### src/rtl/dmrc_pkg.sv
`timescale 1ns / 1ps
// Shared constants, codes and handshake structs of the desk motor ramp controller.
package dmrc_pkg;

  // Height averaging window and derived widths
  localparam int AVG_WINDOW  = 10;
  localparam int Q_W         = 16;
  localparam int ECHO_W      = 20;
  localparam int CNT_W       = $clog2(AVG_WINDOW + 1);
  localparam int PTR_W       = (AVG_WINDOW > 1) ? $clog2(AVG_WINDOW) : 1;
  localparam int SUM_W       = Q_W + CNT_W;
  localparam int DIV_STEPS   = (SUM_W + 1) / 2;
  localparam int DIV_W       = 2 * DIV_STEPS;
  localparam int STEP_W      = $clog2(DIV_STEPS);

  // Echo to 1/256 cm: q = floor(echo * 544 / 125), done as a reciprocal multiply.
  // A valid echo is below 15000 us, so 14 echo bits and a 24-bit product stay exact.
  localparam int VALID_ECHO_W = 14;
  localparam int X_W          = 24;
  localparam int PROD_W       = 2 * X_W;
  localparam int Q_NUM        = 544;
  localparam int Q_RECIP      = 8589935;
  localparam int Q_SHIFT      = 30;
  localparam int ECHO_K       = 17;
  localparam int VALID_SCALE  = 1000;
  localparam int LIM_W        = ECHO_W + 5;

  // Operating modes
  localparam logic [2:0] MODE_UP    = 3'd0;
  localparam logic [2:0] MODE_DOWN  = 3'd1;
  localparam logic [2:0] MODE_AUP   = 3'd2;
  localparam logic [2:0] MODE_ADOWN = 3'd3;
  localparam logic [2:0] MODE_OFF   = 3'd4;

  // Configuration register indexes
  localparam int CFG_IDX_W = 3;
  localparam int CFG_DAT_W = 16;
  localparam logic [CFG_IDX_W-1:0] CFG_MIN_SPEED  = 3'd0;
  localparam logic [CFG_IDX_W-1:0] CFG_MAX_SPEED  = 3'd1;
  localparam logic [CFG_IDX_W-1:0] CFG_SPEED_STEP = 3'd2;
  localparam logic [CFG_IDX_W-1:0] CFG_RAMP_INT   = 3'd3;
  localparam logic [CFG_IDX_W-1:0] CFG_REPORT_INT = 3'd4;
  localparam logic [CFG_IDX_W-1:0] CFG_TOP_LIM    = 3'd5;
  localparam logic [CFG_IDX_W-1:0] CFG_BOT_LIM    = 3'd6;
  localparam logic [CFG_IDX_W-1:0] CFG_VALID_LIM  = 3'd7;

  // Measurement request to the averaging unit
  typedef struct packed {
    logic              start;
    logic [ECHO_W-1:0] echo;
    logic [7:0]        valid_limit;
  } meas_req_t;

  // Averaging unit status
  typedef struct packed {
    logic             busy;
    logic             done;
    logic [SUM_W-1:0] sum;
    logic [CNT_W-1:0] count;
    logic [Q_W-1:0]   avg;
  } meas_rsp_t;

endpackage

### src/rtl/dmrc_avg.sv
`timescale 1ns / 1ps
// Height averaging unit: sample ring memory, running sum and radix-4 divider.
module dmrc_avg (
  input  logic               clk_i,
  input  logic               rst_ni,
  input  dmrc_pkg::meas_req_t req_i,
  output dmrc_pkg::meas_rsp_t rsp_o
);
  import dmrc_pkg::*;

  localparam logic [1:0] A_IDLE = 2'd0;
  localparam logic [1:0] A_MUL  = 2'd1;
  localparam logic [1:0] A_UPD  = 2'd2;
  localparam logic [1:0] A_DIV  = 2'd3;

  logic [1:0]        state_q, state_d;
  logic [PTR_W-1:0]  ptr_q, ptr_d;
  logic [CNT_W-1:0]  cnt_q, cnt_d;
  logic [SUM_W-1:0]  sum_q, sum_d;
  logic [Q_W-1:0]    avg_q, avg_d;
  logic [STEP_W-1:0] step_q, step_d;
  logic              vld_q, vld_d;

  logic [X_W-1:0]    x_q;
  logic [PROD_W-1:0] prod_q;
  logic [Q_W-1:0]    rd_q;
  logic [DIV_W-1:0]  dq_q, dq_d;
  logic [CNT_W:0]    rem_q, rem_d;

  logic [Q_W-1:0]    ring_mem [AVG_WINDOW];
  logic              ring_re, ring_we;
  logic [Q_W-1:0]    q_val;
  logic              done;

  logic [LIM_W-1:0]  echo_k, lim_k;
  logic [DIV_W-1:0]  dstep;
  logic [CNT_W:0]    rstep;

  assign echo_k  = LIM_W'(req_i.echo) * LIM_W'(ECHO_K);
  assign lim_k   = LIM_W'(req_i.valid_limit) * LIM_W'(VALID_SCALE);
  assign ring_re = (state_q == A_IDLE) && req_i.start;
  assign q_val   = prod_q[Q_SHIFT +: Q_W];

  // Two restoring division steps per cycle
  always_comb begin
    logic [CNT_W:0]   r;
    logic [DIV_W-1:0] d;
    r = rem_q;
    d = dq_q;
    for (int i = 0; i < 2; i++) begin
      r = {r[CNT_W-1:0], d[DIV_W-1]};
      d = {d[DIV_W-2:0], 1'b0};
      if (r >= {1'b0, cnt_q}) begin
        r = r - {1'b0, cnt_q};
        d[0] = 1'b1;
      end
    end
    rstep = r;
    dstep = d;
  end

  always_comb begin
    state_d = state_q;
    ptr_d   = ptr_q;
    cnt_d   = cnt_q;
    sum_d   = sum_q;
    avg_d   = avg_q;
    step_d  = step_q;
    vld_d   = vld_q;
    dq_d    = dq_q;
    rem_d   = rem_q;
    ring_we = 1'b0;
    done    = 1'b0;
    case (state_q)
      A_IDLE: begin
        if (req_i.start) begin
          vld_d   = echo_k < lim_k;
          state_d = A_MUL;
        end
      end
      A_MUL: begin
        state_d = A_UPD;
      end
      A_UPD: begin
        if (vld_q) begin
          ring_we = 1'b1;
          if (cnt_q == CNT_W'(AVG_WINDOW)) begin
            sum_d = sum_q - SUM_W'(rd_q) + SUM_W'(q_val);
          end else begin
            cnt_d = cnt_q + 1'b1;
            sum_d = sum_q + SUM_W'(q_val);
          end
          ptr_d   = (ptr_q == PTR_W'(AVG_WINDOW - 1)) ? '0 : ptr_q + 1'b1;
          dq_d    = DIV_W'(sum_d);
          rem_d   = '0;
          step_d  = '0;
          state_d = A_DIV;
        end else begin
          done    = 1'b1;
          state_d = A_IDLE;
        end
      end
      A_DIV: begin
        dq_d   = dstep;
        rem_d  = rstep;
        step_d = step_q + 1'b1;
        if (step_q == STEP_W'(DIV_STEPS - 1)) begin
          avg_d   = dstep[Q_W-1:0];
          done    = 1'b1;
          state_d = A_IDLE;
        end
      end
      default: begin
        state_d = A_IDLE;
      end
    endcase
  end

  always_ff @(posedge clk_i or negedge rst_ni) begin
    if (!rst_ni) begin
      state_q <= A_IDLE;
      ptr_q   <= '0;
      cnt_q   <= '0;
      sum_q   <= '0;
      avg_q   <= '0;
      step_q  <= '0;
      vld_q   <= 1'b0;
    end else begin
      state_q <= state_d;
      ptr_q   <= ptr_d;
      cnt_q   <= cnt_d;
      sum_q   <= sum_d;
      avg_q   <= avg_d;
      step_q  <= step_d;
      vld_q   <= vld_d;
    end
  end

  // Datapath registers
  always_ff @(posedge clk_i) begin
    if (ring_re) begin
      x_q <= X_W'(req_i.echo[VALID_ECHO_W-1:0]) * X_W'(Q_NUM);
    end
    if (state_q == A_MUL) begin
      prod_q <= PROD_W'(x_q) * PROD_W'(Q_RECIP);
    end
    dq_q  <= dq_d;
    rem_q <= rem_d;
  end

  // Ring memory: the oldest entry is read on start, the new sample written back in update
  always_ff @(posedge clk_i) begin
    if (ring_we) begin
      ring_mem[ptr_q] <= q_val;
    end
    if (ring_re) begin
      rd_q <= ring_mem[ptr_q];
    end
  end

  assign rsp_o.busy  = state_q != A_IDLE;
  assign rsp_o.done  = done;
  assign rsp_o.sum   = sum_q;
  assign rsp_o.count = cnt_q;
  assign rsp_o.avg   = avg_q;

  a_cnt_bound: assert property (@(posedge clk_i) disable iff (!rst_ni)
    cnt_q <= CNT_W'(AVG_WINDOW))
    else $error("sample count exceeds window");

  a_ptr_bound: assert property (@(posedge clk_i) disable iff (!rst_ni)
    ptr_q <= PTR_W'(AVG_WINDOW - 1))
    else $error("ring pointer out of range");

  a_done_idle: assert property (@(posedge clk_i) disable iff (!rst_ni)
    done |=> (state_q == A_IDLE) && !rsp_o.done)
    else $error("averaging unit not idle after done");

endmodule

### src/rtl/desk_motor_ramp_controller_unit.sv
`timescale 1ns / 1ps
// Top level of the desk motor ramp controller: button modes, limits, ramp and output register.
//
//  channel  direction  handshake                   payload
//  in       input      in_valid_i / in_stall_o     now_ms, button events, echo_us
//  out      output     out_valid_o / out_stall_i   motor_enable, pwm_up/down, mode, height_q8
//  cfg      input      cfg_we_i                    cfg_idx_i, cfg_data_i
//
// A pass without a measurement runs the event, report, ramp and output steps back to idle.
// Each measurement adds the start, wait and post steps, and the averaging unit runs its
// radix-4 divider only when the reading is accepted.
// Reset is asynchronous and active low; the sample ring needs no clearing pass.
// The next pass is accepted while a result still waits in the output register; a pass
// holds in its last step only while that register is full and stalled.
module desk_motor_ramp_controller_unit (
  input  logic                           clk_i,
  input  logic                           rst_ni,
  input  logic                           cfg_we_i,
  input  logic [dmrc_pkg::CFG_IDX_W-1:0] cfg_idx_i,
  input  logic [dmrc_pkg::CFG_DAT_W-1:0] cfg_data_i,
  input  logic                           in_valid_i,
  output logic                           in_stall_o,
  input  logic [31:0]                    now_ms_i,
  input  logic                           up_double_i,
  input  logic                           down_double_i,
  input  logic                           up_long_i,
  input  logic                           down_long_i,
  input  logic                           up_released_i,
  input  logic                           down_released_i,
  input  logic [dmrc_pkg::ECHO_W-1:0]    echo_us_i,
  output logic                           out_valid_o,
  input  logic                           out_stall_i,
  output logic                           motor_enable_o,
  output logic [7:0]                     pwm_up_o,
  output logic [7:0]                     pwm_down_o,
  output logic [2:0]                     mode_o,
  output logic [dmrc_pkg::Q_W-1:0]       height_q8_o
);
  import dmrc_pkg::*;

  localparam logic [2:0] S_IDLE   = 3'd0;
  localparam logic [2:0] S_EVENT  = 3'd1;
  localparam logic [2:0] S_MSTART = 3'd2;
  localparam logic [2:0] S_MWAIT  = 3'd3;
  localparam logic [2:0] S_MPOST  = 3'd4;
  localparam logic [2:0] S_REPORT = 3'd5;
  localparam logic [2:0] S_RAMP   = 3'd6;
  localparam logic [2:0] S_OUT    = 3'd7;

  // Configuration
  logic [7:0]  min_speed_q, max_speed_q, speed_step_q, top_lim_q, bot_lim_q, valid_lim_q;
  logic [15:0] ramp_int_q, report_int_q;

  // Control state
  logic [2:0]  state_q, state_d;
  logic        second_q, second_d;
  logic [2:0]  mode_q, mode_d;
  logic [7:0]  duty_q, duty_d;
  logic        en_q, en_d;
  logic [7:0]  pwm_up_q, pwm_up_d, pwm_dn_q, pwm_dn_d;
  logic [31:0] last_ramp_q, last_ramp_d, last_report_q, last_report_d;
  logic        out_valid_q, out_valid_d;
  logic        out_load;

  // Pass payload
  logic [31:0]       now_q;
  logic              upd_q, dnd_q, upl_q, dnl_q, upr_q, dnr_q;
  logic [ECHO_W-1:0] echo_q;

  // Output payload
  logic [7:0]     out_pwm_up_q, out_pwm_dn_q;
  logic           out_en_q;
  logic [2:0]     out_mode_q;
  logic [Q_W-1:0] out_height_q;

  meas_req_t meas_req;
  meas_rsp_t meas_rsp;

  logic             in_accept;
  logic [CNT_W-1:0] cnt_eff;
  logic [SUM_W-1:0] top_rhs, bot_rhs;
  logic             lt_top, gt_top, lt_bot, gt_bot;
  logic [31:0]      ramp_dt, report_dt;
  logic [8:0]       duty_sum;
  logic [7:0]       duty_ramp;

  assign in_accept  = in_valid_i && !in_stall_o;
  assign in_stall_o = state_q != S_IDLE;

  assign meas_req.start       = state_q == S_MSTART;
  assign meas_req.echo        = echo_q;
  assign meas_req.valid_limit = valid_lim_q;

  dmrc_avg u_avg (
    .clk_i  (clk_i),
    .rst_ni (rst_ni),
    .req_i  (meas_req),
    .rsp_o  (meas_rsp)
  );

  // Compare the exact average sum / count against limit * 256
  assign cnt_eff = (meas_rsp.count == '0) ? CNT_W'(1) : meas_rsp.count;
  assign top_rhs = {(SUM_W - 8)'(top_lim_q) * (SUM_W - 8)'(cnt_eff), 8'd0};
  assign bot_rhs = {(SUM_W - 8)'(bot_lim_q) * (SUM_W - 8)'(cnt_eff), 8'd0};
  assign lt_top  = meas_rsp.sum < top_rhs;
  assign gt_top  = meas_rsp.sum > top_rhs;
  assign lt_bot  = meas_rsp.sum < bot_rhs;
  assign gt_bot  = meas_rsp.sum > bot_rhs;

  assign ramp_dt   = now_q - last_ramp_q;
  assign report_dt = now_q - last_report_q;
  assign duty_sum  = {1'b0, duty_q} + {1'b0, speed_step_q};
  assign duty_ramp = (duty_sum > {1'b0, max_speed_q}) ? max_speed_q : duty_sum[7:0];

  always_comb begin
    state_d       = state_q;
    second_d      = second_q;
    mode_d        = mode_q;
    duty_d        = duty_q;
    en_d          = en_q;
    pwm_up_d      = pwm_up_q;
    pwm_dn_d      = pwm_dn_q;
    last_ramp_d   = last_ramp_q;
    last_report_d = last_report_q;
    out_load      = 1'b0;
    case (state_q)
      S_IDLE: begin
        if (in_accept) begin
          state_d = S_EVENT;
        end
      end
      S_EVENT: begin
        second_d = 1'b0;
        state_d  = S_REPORT;
        if (upd_q) begin
          mode_d  = MODE_AUP;
          state_d = S_MSTART;
        end else if (dnd_q) begin
          mode_d  = MODE_ADOWN;
          state_d = S_MSTART;
        end else if (upl_q) begin
          if (mode_q != MODE_UP) begin
            en_d   = 1'b1;
            mode_d = MODE_UP;
            duty_d = min_speed_q;
          end
        end else if (dnl_q) begin
          if (mode_q != MODE_DOWN) begin
            en_d   = 1'b1;
            mode_d = MODE_DOWN;
            duty_d = min_speed_q;
          end
        end else if ((mode_q == MODE_UP || mode_q == MODE_DOWN) && (upr_q || dnr_q)) begin
          en_d     = 1'b0;
          pwm_up_d = '0;
          pwm_dn_d = '0;
          mode_d   = MODE_OFF;
        end
      end
      S_MSTART: begin
        state_d = S_MWAIT;
      end
      S_MWAIT: begin
        if (meas_rsp.done) begin
          state_d = S_MPOST;
        end
      end
      S_MPOST: begin
        if (!second_q) begin
          // Auto start: run only if inside the limits
          if ((mode_q == MODE_AUP && lt_top) || (mode_q == MODE_ADOWN && gt_bot)) begin
            en_d   = 1'b1;
            duty_d = min_speed_q;
          end
          state_d = S_REPORT;
        end else begin
          if ((mode_q == MODE_AUP && gt_top) || (mode_q == MODE_ADOWN && lt_bot)) begin
            en_d     = 1'b0;
            pwm_up_d = '0;
            pwm_dn_d = '0;
            mode_d   = MODE_OFF;
          end
          last_report_d = now_q;
          state_d       = S_RAMP;
        end
      end
      S_REPORT: begin
        if (report_dt >= {16'd0, report_int_q} &&
            (mode_q == MODE_AUP || mode_q == MODE_ADOWN)) begin
          second_d = 1'b1;
          state_d  = S_MSTART;
        end else begin
          state_d = S_RAMP;
        end
      end
      S_RAMP: begin
        if (ramp_dt >= {16'd0, ramp_int_q} && duty_q < max_speed_q &&
            duty_q >= min_speed_q && mode_q != MODE_OFF) begin
          duty_d      = duty_ramp;
          last_ramp_d = now_q;
        end
        if (mode_q == MODE_UP || mode_q == MODE_AUP) begin
          pwm_dn_d = '0;
          pwm_up_d = duty_d;
        end else if (mode_q == MODE_DOWN || mode_q == MODE_ADOWN) begin
          pwm_up_d = '0;
          pwm_dn_d = duty_d;
        end
        state_d = S_OUT;
      end
      S_OUT: begin
        // Hold until the output register frees up
        if (!out_valid_q || !out_stall_i) begin
          out_load = 1'b1;
          state_d  = S_IDLE;
        end
      end
      default: begin
        state_d = S_IDLE;
      end
    endcase
  end

  always_comb begin
    out_valid_d = out_valid_q;
    if (out_valid_q && !out_stall_i) begin
      out_valid_d = 1'b0;
    end
    if (out_load) begin
      out_valid_d = 1'b1;
    end
  end

  always_ff @(posedge clk_i or negedge rst_ni) begin
    if (!rst_ni) begin
      state_q       <= S_IDLE;
      second_q      <= 1'b0;
      mode_q        <= MODE_OFF;
      duty_q        <= '0;
      en_q          <= 1'b0;
      pwm_up_q      <= '0;
      pwm_dn_q      <= '0;
      last_ramp_q   <= '0;
      last_report_q <= '0;
      out_valid_q   <= 1'b0;
    end else begin
      state_q       <= state_d;
      second_q      <= second_d;
      mode_q        <= mode_d;
      duty_q        <= duty_d;
      en_q          <= en_d;
      pwm_up_q      <= pwm_up_d;
      pwm_dn_q      <= pwm_dn_d;
      last_ramp_q   <= last_ramp_d;
      last_report_q <= last_report_d;
      out_valid_q   <= out_valid_d;
    end
  end

  always_ff @(posedge clk_i or negedge rst_ni) begin
    if (!rst_ni) begin
      min_speed_q  <= 8'd100;
      max_speed_q  <= 8'd255;
      speed_step_q <= 8'd5;
      ramp_int_q   <= 16'd125;
      report_int_q <= 16'd100;
      top_lim_q    <= 8'd101;
      bot_lim_q    <= 8'd75;
      valid_lim_q  <= 8'd150;
    end else if (cfg_we_i) begin
      case (cfg_idx_i)
        CFG_MIN_SPEED:  min_speed_q  <= cfg_data_i[7:0];
        CFG_MAX_SPEED:  max_speed_q  <= cfg_data_i[7:0];
        CFG_SPEED_STEP: speed_step_q <= cfg_data_i[7:0];
        CFG_RAMP_INT:   ramp_int_q   <= cfg_data_i;
        CFG_REPORT_INT: report_int_q <= cfg_data_i;
        CFG_TOP_LIM:    top_lim_q    <= cfg_data_i[7:0];
        CFG_BOT_LIM:    bot_lim_q    <= cfg_data_i[7:0];
        CFG_VALID_LIM:  valid_lim_q  <= cfg_data_i[7:0];
        default: begin
        end
      endcase
    end
  end

  // Capture the pass and the result
  always_ff @(posedge clk_i) begin
    if (in_accept) begin
      now_q  <= now_ms_i;
      upd_q  <= up_double_i;
      dnd_q  <= down_double_i;
      upl_q  <= up_long_i;
      dnl_q  <= down_long_i;
      upr_q  <= up_released_i;
      dnr_q  <= down_released_i;
      echo_q <= echo_us_i;
    end
    if (out_load) begin
      out_en_q     <= en_q;
      out_pwm_up_q <= pwm_up_q;
      out_pwm_dn_q <= pwm_dn_q;
      out_mode_q   <= mode_q;
      out_height_q <= meas_rsp.avg;
    end
  end

  assign out_valid_o    = out_valid_q;
  assign motor_enable_o = out_en_q;
  assign pwm_up_o       = out_pwm_up_q;
  assign pwm_down_o     = out_pwm_dn_q;
  assign mode_o         = out_mode_q;
  assign height_q8_o    = out_height_q;

  a_out_from_load: assert property (@(posedge clk_i) disable iff (!rst_ni)
    $rose(out_valid_o) |-> $past(state_q == S_OUT))
    else $error("result presented without a finished pass");

  a_one_direction: assert property (@(posedge clk_i) disable iff (!rst_ni)
    out_valid_o |-> (pwm_up_o == '0 || pwm_down_o == '0))
    else $error("both PWM directions driven");

  a_meas_idle: assert property (@(posedge clk_i) disable iff (!rst_ni)
    meas_req.start |-> !meas_rsp.busy)
    else $error("measurement started while averaging unit busy");

endmodule

### config.mk
export PLATFORM = sky130hd
export DESIGN_NAME = desk_motor_ramp_controller_unit
export DESIGN_NICKNAME = d
export VERILOG_FILES = /design/src/rtl/dmrc_pkg.sv /design/src/rtl/dmrc_avg.sv /design/src/rtl/desk_motor_ramp_controller_unit.sv
export SDC_FILE = /design/constraint.sdc
export NUM_CORES = 2
export LEC_CHECK = 0
export BUFFER_PORTS_ARGS = -buffer_cell sky130_fd_sc_hd__buf_2
export CORE_ASPECT_RATIO = 1.5
export CORE_MARGIN = 4
export CORE_UTILIZATION = 35
export DETAILED_ROUTE_END_ITERATION = 8
export PLACE_DENSITY_LB_ADDON = 0.08
export SYNTH_ARGS = -nofsm -noshare
export SYNTH_HDL_FRONTEND = slang
export SYNTH_SLANG_ARGS = --single-unit
### constraint.sdc
create_clock -name clk_i -period 11.6 [get_ports clk_i]
set_input_delay 0 -clock clk_i [delete_from_list [all_inputs] [get_ports clk_i]]
set_output_delay 0 -clock clk_i [all_outputs]
set_load 0.01 [all_outputs]
==> impl_metrics.csv <==
group,metric,value,unit
run_status,outcome,"complete, but fails checks",
floorplanning,core.rowCount,151,
worst_setup_path,cp-end-kind,"register",
worst_setup_path,slowest_delay,0.65,ns
sta,slew_headroom,0.273,
logic_synthesis,synth.avg_cell_area,11.0,um2
worst_setup_path,critPathMaxFanout,8,
drt,drc,0,
worst_setup_path,startpoint_type,"register",
worst_setup_path,critical_path_class,"reg2reg",
layout,utilization,0.401,
clock_network,numCtsBuffers,66,
run_status,violations,"hold timing",
sta,fmax,0.141,GHz
logic_synthesis,ys_warn_count,0,
drt,num_vias,26674,
floorplanning,core,113000,um2
logic_synthesis,syn_area,39800,um2
logic_synthesis,ys_types,85,
floorplanning,start_util,0.352,
clock_network,cts_tree,"done",
clock_network,cts_max_level,3,
worst_setup_path,crit_chain,"fa_1, inv_1, fa_1, fa_1, inv_1, fa_1, inv_1, fa_1, inv_1, fa_1, ha_1, a211o_1, or3_1, a21oi_1, o21ai_1, a41o_1, or4_1, a31o_2, a21oi_1, xnor2_1",
place,hpwl,80600,um
clock_network,clockBufferDepth,3,
clock_network,insertion_delay,0.63,ns
sta,rsz0062_at_grt,"false",
worst_setup_path,path_common_cell,"fa_1",
floorplanning,io_pins,120,
logic_synthesis,synth_async_sr_flop_share,0.409,
drt,drt_first_pass_iters,5,
clock_network,clkTransAtPathRegs,0.06,ns
logic_synthesis,yosysSeqAreaShare,0.393,
sta,fin_tns_setup,0,ns
logic_synthesis,synth-main-ff-cell,"edfxtp_1",
layout,drive_gt1_frac,0.122,
layout,layout_commonest_cell,"inv_1",
sta,period_share,0.611,
worst_setup_path,path_delay_family,"adder cells",
global_route,grt_pass1_vias,28328,
worst_setup_path,worstPathArrival,7.46,ns
drt,post_drt_wl_per_cell,19.4,um
sta,fin_skew,0.0256,ns
sta,setup_viol,0,
layout,nNetsFinal,4601,
logic_synthesis,synth_seq_cells,557,
drt,finalWirelength,104000,um
floorplanning,die_h,421,um
global_route,grt_usage,0.175,
global_route,antenna_found_initial,8,
clock_network,root_buffer,"clkbuf_16",
floorplanning,die_area,119000,um2
sta,fin_ws,4.52,ns
sta,min_period,7.08,ns
sta,hold_viol,6,
global_route,grt_start_max_net_pins,101,
flow_run,maxCapViolCount,0,
logic_synthesis,netlist_instances,3607,
worst_setup_path,slowest_stage,"fa_1",
layout,fillers,11093,
layout,layout_common_cells,"inv_1, ha_1, edfxtp_1",
logic_synthesis,synth_edf_count,329,
clock_network,clock-sinks,557,
sta,max_slew.worst_pin.slew,1.08,ns
drt,viasPerCell,4.99,
worst_setup_path,worst-path-buf-inv,4,
drt,drtAntennaViolNets,0,
global_route,gr-total-overflow,0,
layout,area_growth,13.9,%
place,dpl_worst_slack,4.43,ns
floorplanning,die_w,283,um
min_path,min_path_type,"in2async",
worst_setup_path,cp_data_required_time,11.98,ns
global_route,grt_pass1_wl,165000,um
sta,hold_slack,-0.0259,ns
place,port_buffers,119,
logic_synthesis,syn_nets,4373,
sta,maxSlewViolCount,0,
clock_network,cts_setup_buffers,0,
drt,drtIter0Drc,1164,
place,gp_congestion,0.846,
-- area by class of cell --
| class | instances | area, um2 | area share |
|---|---|---|---|
| multi-input combinational | 2428 | 21800 | 0.481 |
| sequential | 557 | 15600 | 0.345 |
| inverter | 532 | 2000 | 0.0441 |
| tap | 1453 | 1820 | 0.0401 |
| timing repair buffer | 250 | 1810 | 0.0399 |
| clock buffer | 82 | 1760 | 0.0389 |
| clock inverter | 40 | 468 | 0.0103 |
| antenna | 7 | 17.5 | 0.000387 |
-- per-stage QoR --
step	instance area [um2]	std cells	hold WS (ns)
floorplan	39800	3607	-0.296
global placement	42200	5132	0.135
detailed placement	42200	5132	0.137
CTS	45300	5342	0.00721
global route	45300	5343	0.0604
finish	45300	5349	-0.0259
-- logic make-up (layout without fill, tap and decap cells) --
| family | Yosys count | after routing | share of synthesized area |
|---|---|---|---|
| buf+inv | 622 | 904 | 0.0606 |
| flops | 557 | 557 | 0.393 |
| compound gates | 733 | 733 | 0.117 |
| simple gates | 704 | 704 | 0.0893 |
| xor+xnor | 138 | 138 | 0.0304 |
| fa+ha+maj | 684 | 684 | 0.251 |
| mux | 169 | 169 | 0.0583 |
| other cells | 0 | 7 | 0 |
-- synthesized netlist by cell type, types with 13 or more instances --
master / number / area [um2]
nor2b_1: 49 / 307
o21a_1: 24 / 180
a21oi_1: 197 / 986
nand2_1: 202 / 758
clkbuf_1: 80 / 300
nor3_1: 41 / 205
dfstp_2: 35 / 920
mux2_4: 27 / 405
dfrtp_1: 193 / 4830
fa_1: 192 / 3840
inv_1: 531 / 1990
ha_1: 492 / 6160
nand3_1: 40 / 200
nand4_1: 29 / 181
mux4_2: 32 / 721
mux2_2: 75 / 845
xor2_1: 53 / 464
nand2b_1: 38 / 238
and3_1: 26 / 163
nor2_1: 134 / 503
o21ai_0: 200 / 1000
xnor2_1: 85 / 744
a221o_1: 15 / 150
a21o_1: 99 / 743
o21bai_1: 24 / 180
mux2i_1: 35 / 350
a211oi_1: 36 / 270
edfxtp_1: 329 / 9880
a31oi_1: 13 / 81.3
or3_1: 17 / 106
and2_1: 65 / 407
-- repair_timing --
item,CTS,global route
resized for setup,0,0
hold buffers,88,0
hold endpoints to repair,240,0
-- final timing paths --
| kind | end | startpoint | cells past startpoint | slack (ns) |
|---|---|---|---|---|
| max in group asynchronous | last_report_q[6]$_DFFE_PN0P_ | rst_ni | 3 | 9.99 |
| min reg2reg | height_q8_o[4]$_DFFE_PP_ | u_avg.avg_q[4]$_DFFE_PN0P_ | 0 | 0.44 |
| min | u_avg.avg_q[1]$_DFFE_PN0P_ | rst_ni | 2 | -0.03 |
| max reg2reg | u_avg.prod_q[45]$_DFFE_PN_ | u_avg.x_q[21]$_DFFE_PP_ | 20 | 4.52 |
| min in group clk_i | report_int_q[2]$_DFFE_PN1P_ | cfg_we_i | 6 | 0.04 |
| max | u_avg.prod_q[45]$_DFFE_PN_ | u_avg.x_q[21]$_DFFE_PP_ | 20 | 4.52 |
-- state kept, by name, summed over array words and instances, names as in the netlist, 16 cells and up --
name / count
u_avg.sum_q: 20
last_ramp_q: 32
last_report_q: 32
u_avg.rd_q: 16
now_q: 32
u_avg.dq_q: 20
height_q8_o: 16
u_avg.x_q: 19
u_avg.prod_q: 16
ramp_int_q: 16
report_int_q: 16
u_avg.avg_q: 16
u_avg.ring_mem: 160
echo_q: 20
-- layer usage --
metal  up-vias  track usage  part of all wire
met1     13051        0.211              0.42
met3       128       0.0229             0.030
li1      13130            -                 -
met4         2       0.0438             0.024
met2       363        0.328              0.53
met5         -            0           0.00013
Power is not shown: default switching activity piles up to over one toggle a cycle in this logic, so the estimate is an artifact.
